===== config.mk =====
export PLATFORM = sky130hd
export DESIGN_NAME = mlptw_ram
export DESIGN_NICKNAME = d
export VERILOG_FILES = /design/src/design/multi_level_page_table_walker_core_macros.svh /design/src/design/mlptw_ram.sv
export SDC_FILE = /design/constraint.sdc
export NUM_CORES = 2
export LEC_CHECK = 0
export BUFFER_PORTS_ARGS = -buffer_cell sky130_fd_sc_hd__clkbuf_2
export CORE_MARGIN = 2
export CORE_UTILIZATION = 57
export DETAILED_ROUTE_END_ITERATION = 16
export PLACE_DENSITY = 0.77
export SKIP_CTS_REPAIR_TIMING = 1
export SYNTH_ARGS = -nofsm -noshare
export SYNTH_HDL_FRONTEND = slang
export SYNTH_SLANG_ARGS = --single-unit

===== constraint.sdc =====
create_clock -name clock -period 2.8 [get_ports clock]
set_input_delay 0.7 -clock clock [delete_from_list [all_inputs] [get_ports clock]]
set_output_delay 0.7 -clock clock [all_outputs]
set_load 0.1 [all_outputs]

===== src/design/multi_level_page_table_walker_core_macros.svh =====
// Assertion helpers shared by the walker RTL.
`ifndef MULTI_LEVEL_PAGE_TABLE_WALKER_CORE_MACROS_SVH
`define MULTI_LEVEL_PAGE_TABLE_WALKER_CORE_MACROS_SVH

// Property that must hold at every clock edge outside reset.
`define MLPTW_ASSERT_ALWAYS(label, expr, msg) \
   label: assert property (@(posedge clock) disable iff (reset) (expr)) \
      else $error(msg);

// Same-cycle implication outside reset.
`define MLPTW_ASSERT_IMPLY(label, ante, cons, msg) \
   label: assert property (@(posedge clock) disable iff (reset) (ante) |-> (cons)) \
      else $error(msg);

`endif


===== src/design/mlptw_ram.sv =====
module mlptw_ram #(
   parameter int WIDTH = 8,
   parameter int DEPTH = 256
) (
   input  logic                     clock,
   input  logic                     wr_en,
   input  logic [$clog2(DEPTH)-1:0] wr_addr,
   input  logic [WIDTH-1:0]         wr_data,
   input  logic                     rd_en,
   input  logic [$clog2(DEPTH)-1:0] rd_addr,
   output logic [WIDTH-1:0]         rd_data
);

   logic [WIDTH-1:0] store_ff [DEPTH];
   logic [WIDTH-1:0] rd_data_ff;

   // One write port, one registered read port
   always_ff @(posedge clock) begin
      if (wr_en) begin
         store_ff[wr_addr] <= wr_data;
      end
      if (rd_en) begin
         rd_data_ff <= store_ff[rd_addr];
      end
   end

   assign rd_data = rd_data_ff;

endmodule


Word-level counts from Yosys, hierarchy flattened
Memory sizes are Yosys's and may differ from the RTL's. A register that Yosys moved wholly into a read port is not among the register bits. Cells that the tools add are included.

Bits of input ports: 27. Memories kept: 1. Flip-flop bits (word level): 0. RAM bits: 2048.

Memories: store_ff (words 256, bits a word 8, read ports 1, clocked after memory_dff 1, wr ports 1, RTL line mlptw_ram.sv:14) `logic [WIDTH-1:0] store_ff [DEPTH];`.

Multiplexer cells: 2.

Operators with widths (count): 1-bit two-way mux (2).

Depth between registers and ports, before layout
Depth after elaboration: 2. Depth in mapped cells: 11. Gate-level depth less buffers: 6.

Worst setup path after synthesis
OpenSTA, ideal clock, no wires.

Kind: input -> register. From: in rd_addr[0]. To: reg rd_data_ff[2] (netlist: rd_data[2]), read port of store_ff (data pin). Path buffers: 4. Setup time: 269 ps. Slack: 24 ps. Data arrival time: 2507 ps. Cell stages on the path: 9. Cells stage by stage: buf_6 -> buf_12 -> buf_8 -> buf_2 -> mux4_2 -> a22oi_1 -> a21oi_1 -> nor4_1 -> nor4_2.

RTL lines: from (decl) (RTL line mlptw_ram.sv:10) `input logic [$clog2(DEPTH)-1:0] rd_addr,`; to (decl) (RTL line mlptw_ram.sv:15) `logic [WIDTH-1:0] rd_data_ff;`.

==> summary.txt <==
Worst setup path
  • Arr. time, crit path: 3.34 ns
  • Crit path capture type: register
  • Critical path endpoint: rd_data[2]
  • Worst setup SP type: primary input
  • Req. time, crit path: 3.38 ns
  • Critical Path Source: rd_addr[0]
  • Slowest-stage cell, CP: mux4_2
  • Critical path's largest stage delay: 0.53 ns
  • Reg-to-reg critical path endpoint: rd_data[2]
  • WS Path Type: primary input to register
  • Worst reg2reg setup slack: 0.18 ns
  • Worst path cell trace: buf_8 > buf_12 > buf_12 > mux4_2 > o221ai_1 > buf_4 > nor2_1 > nor4_1 > buf_4 > nor4_2
  • Max FO, Critical Path: 18
  • Instance count on the critical path: 10
  • Delay-heaviest family, CP: buffers and inverters
  • R2r worst-path depth: 6
  • Buf+Inv Stages, Crit Path: 5
  • Reg2reg start: store_ff[87][2]

Placement
  • Placer Congestion: 0.907
  • Pre-CTS setup slack: -0.940 ns
  • HPWL Detailed: 126000 um
  • Port Buffers: 34
  • Placement Cell Area: 0.0870 mm^2

GRT
  • Met3 Use GR: 0.0656
  • First-pass GRT wire length: 292000 um
  • Initial antenna violation count: 11
  • Total track usage: 0.286
  • Met2 usage: 0.455
  • GRT overflow: 0
  • Vias in the first global route: 42500
  • Largest net degree at the start of global routing: 91
  • GRT met1 Usage: 0.393
  • Global route hottest layer: met2

Timing
  • Slew HR: 0.371
  • Fmax achieved: 363 MHz
  • Skew final: 0.0309 ns
  • Setup slack after layout: 0.0466 ns
  • Final hold vios: 0
  • RSZ-0062 raised after global routing: no
  • Slew @ Worst Pin: 0.919 ns
  • Final period util: 0.983
  • Max Slew Vio Count: 0
  • Final setup fails: 0
  • Crit path time final: 2.75 ns

Route
  • Post-Route WL: 200000 um
  • Initial DRC Count: 6241
  • Via/cell ratio: 6.58
  • DRC errors left: 0
  • Routed WL per cell: 31.1 um
  • Remaining antenna violation count: 0
  • Pre-antenna DRT Iters: 8
  • DR vias: 42500

CTS
  • Clock slew at reported path FFs: 0.06 ns
  • CTS Sinks: 2056
  • Clock Path Buffers: 3
  • Worst skew pair latency: 0.83 ns
  • Clock root cell: clkbuf_16
  • CTS tree: done
  • Max H-tree Level: 4
  • Num CTS Buffers: 195

Power and ir drop
  • Leakage: 30.3 nW
  • Power Total: 62.6 mW
  • Pwr Density: 673 mW/mm^2
  • VDD IR max: 0.788 mV

Synthesis
  • Mux cell area share after synthesis: 0.146
  • Simple-Gate Fraction of Synth Area: 0.0263
  • Largest area contributor in the netlist: edfxtp_1
  • Post-synth top area share: 0.775
  • Synth async-reset ratio: 0
  • Syn Inst Count: 3733
  • Syn avg cell area: 21.3 um^2
  • Post-synthesis compound-gate area fraction: 0.0342
  • Mapped cell area: 0.0796 mm^2
  • Largest family of logic cells by synthesized area: multiplexers
  • Mapped Nets: 3760
  • Adder-cell area share of the yosys netlist: 0
  • Yosys warnings: 0
  • Most frequent cell after synthesis: edfxtp_1
  • Synth cell count leaders: 2056 x edfxtp_1, 454 x mux4_2, 282 x nor2_1
  • Sequential-to-total area share from yosys stat: 0.775
  • Post-Synth XOR/XNOR Area: 0
  • Top post-synthesis cells by area: edfxtp_1 78%, mux4_2 13%, mux2i_1 1.7%, nor2_1 1.3%, a22oi_1 1.3%
  • Ys flop type: edfxtp_1
  • Post-synth EDFFs: 2056
  • Synth cell types: 54
  • Seq cells post-synth: 2056

Worst hold path
  • Hold crit path type: primary input to register

Floorplanning
  • Initial Util: 0.573
  • Die H: 378 um
  • Die X-Extent: 378 um
  • Row count: 137
  • Core area: 0.139 mm^2
  • Die Area: 0.143 mm^2
  • I/O pin cnt: 35

Final layout
  • Share of cells above drive strength 1: 0.320
  • Final-stage net count: 4446
  • Area grow syn2layout: 16.9%
  • Post-route cell area: 0.0931 mm^2

Status
  • Status: finished, final reports clean

Flow run
  • Max-cap viol count: 0
==> routing by layer <==
metal  routed length, um  part of all wire
met5                  78           0.00039
met4                7800             0.039
met3               23200              0.12
met2               97500              0.49
met1               72000              0.36
==> metrics by stage <==
step                      hold slack [ns]  TNS, ns   util  instances
after floorplan                     0.799        0      -       3733
after global placement               1.10    -6.41  0.626       6098
after detailed placement             1.17    -6.66  0.626       6098
after CTS                           0.320  -0.0617  0.669       6454
after global routing                0.347        0  0.670       6454
final                               0.359        0  0.670       6456
==> power breakdown <==
group | internal [mW] | switching [mW] | total (mW)
clock network | 13.9 | 11.1 | 25.1
logic | 1.41 | 2.19 | 3.60
registers | 33.9 | 0.0533 | 34.0
==> flip-flops by register name, summed over array words and instances (netlist names) <==
name,count
rd_data,8
store_ff,2048
==> logic make-up after synthesis <==
| family | Yosys count |
|---|---|
| flops | 2056 |
| mux | 591 |
| simple gates | 466 |
| compound gates | 385 |
| buf+inv | 235 |
==> layout make-up <==
class	count	area, um^2
Antenna cell	2	5.00
Clock buffer	241	5090
Clock inverter	115	916
Fill cell	8308	45900
Inverter	2	7.51
Multi-Input combinational cell	1442	16500
Sequential cell	2056	61700
Tap cell	1876	2350
Timing Repair Buffer	722	6440
==> layout by cell type (no fill, tap or decap), types with 44 or more instances in the layout <==
cell type / Yosys / routed
buf_4: 27 / 608
edfxtp_1: 2056 / 2056
a21oi_1: 96 / 96
clkbuf_1: 111 / 44
clkbuf_16: 0 / 197
a22oi_1: 133 / 133
mux2i_1: 134 / 134
mux4_2: 454 / 454
buf_12: 8 / 81
clkinv_1: 1 / 50
nor2_1: 282 / 279
o221ai_1: 46 / 46
==> worst min-delay path by stage <==
stage	start	to	cells after the start	slack, ns
floorplan	wr_data[0]	store_ff[0][0]	0	0.80
global placement	store_ff[33][5]	rd_data[5]	7	1.10
detailed placement	store_ff[32][5]	rd_data[5]	7	1.17
CTS	wr_data[1]	store_ff[216][1]	1	0.32
global route	wr_data[5]	store_ff[129][5]	1	0.35
finish	wr_data[5]	store_ff[131][5]	1	0.36
Note: power is estimated with default switching activity, not from simulation.
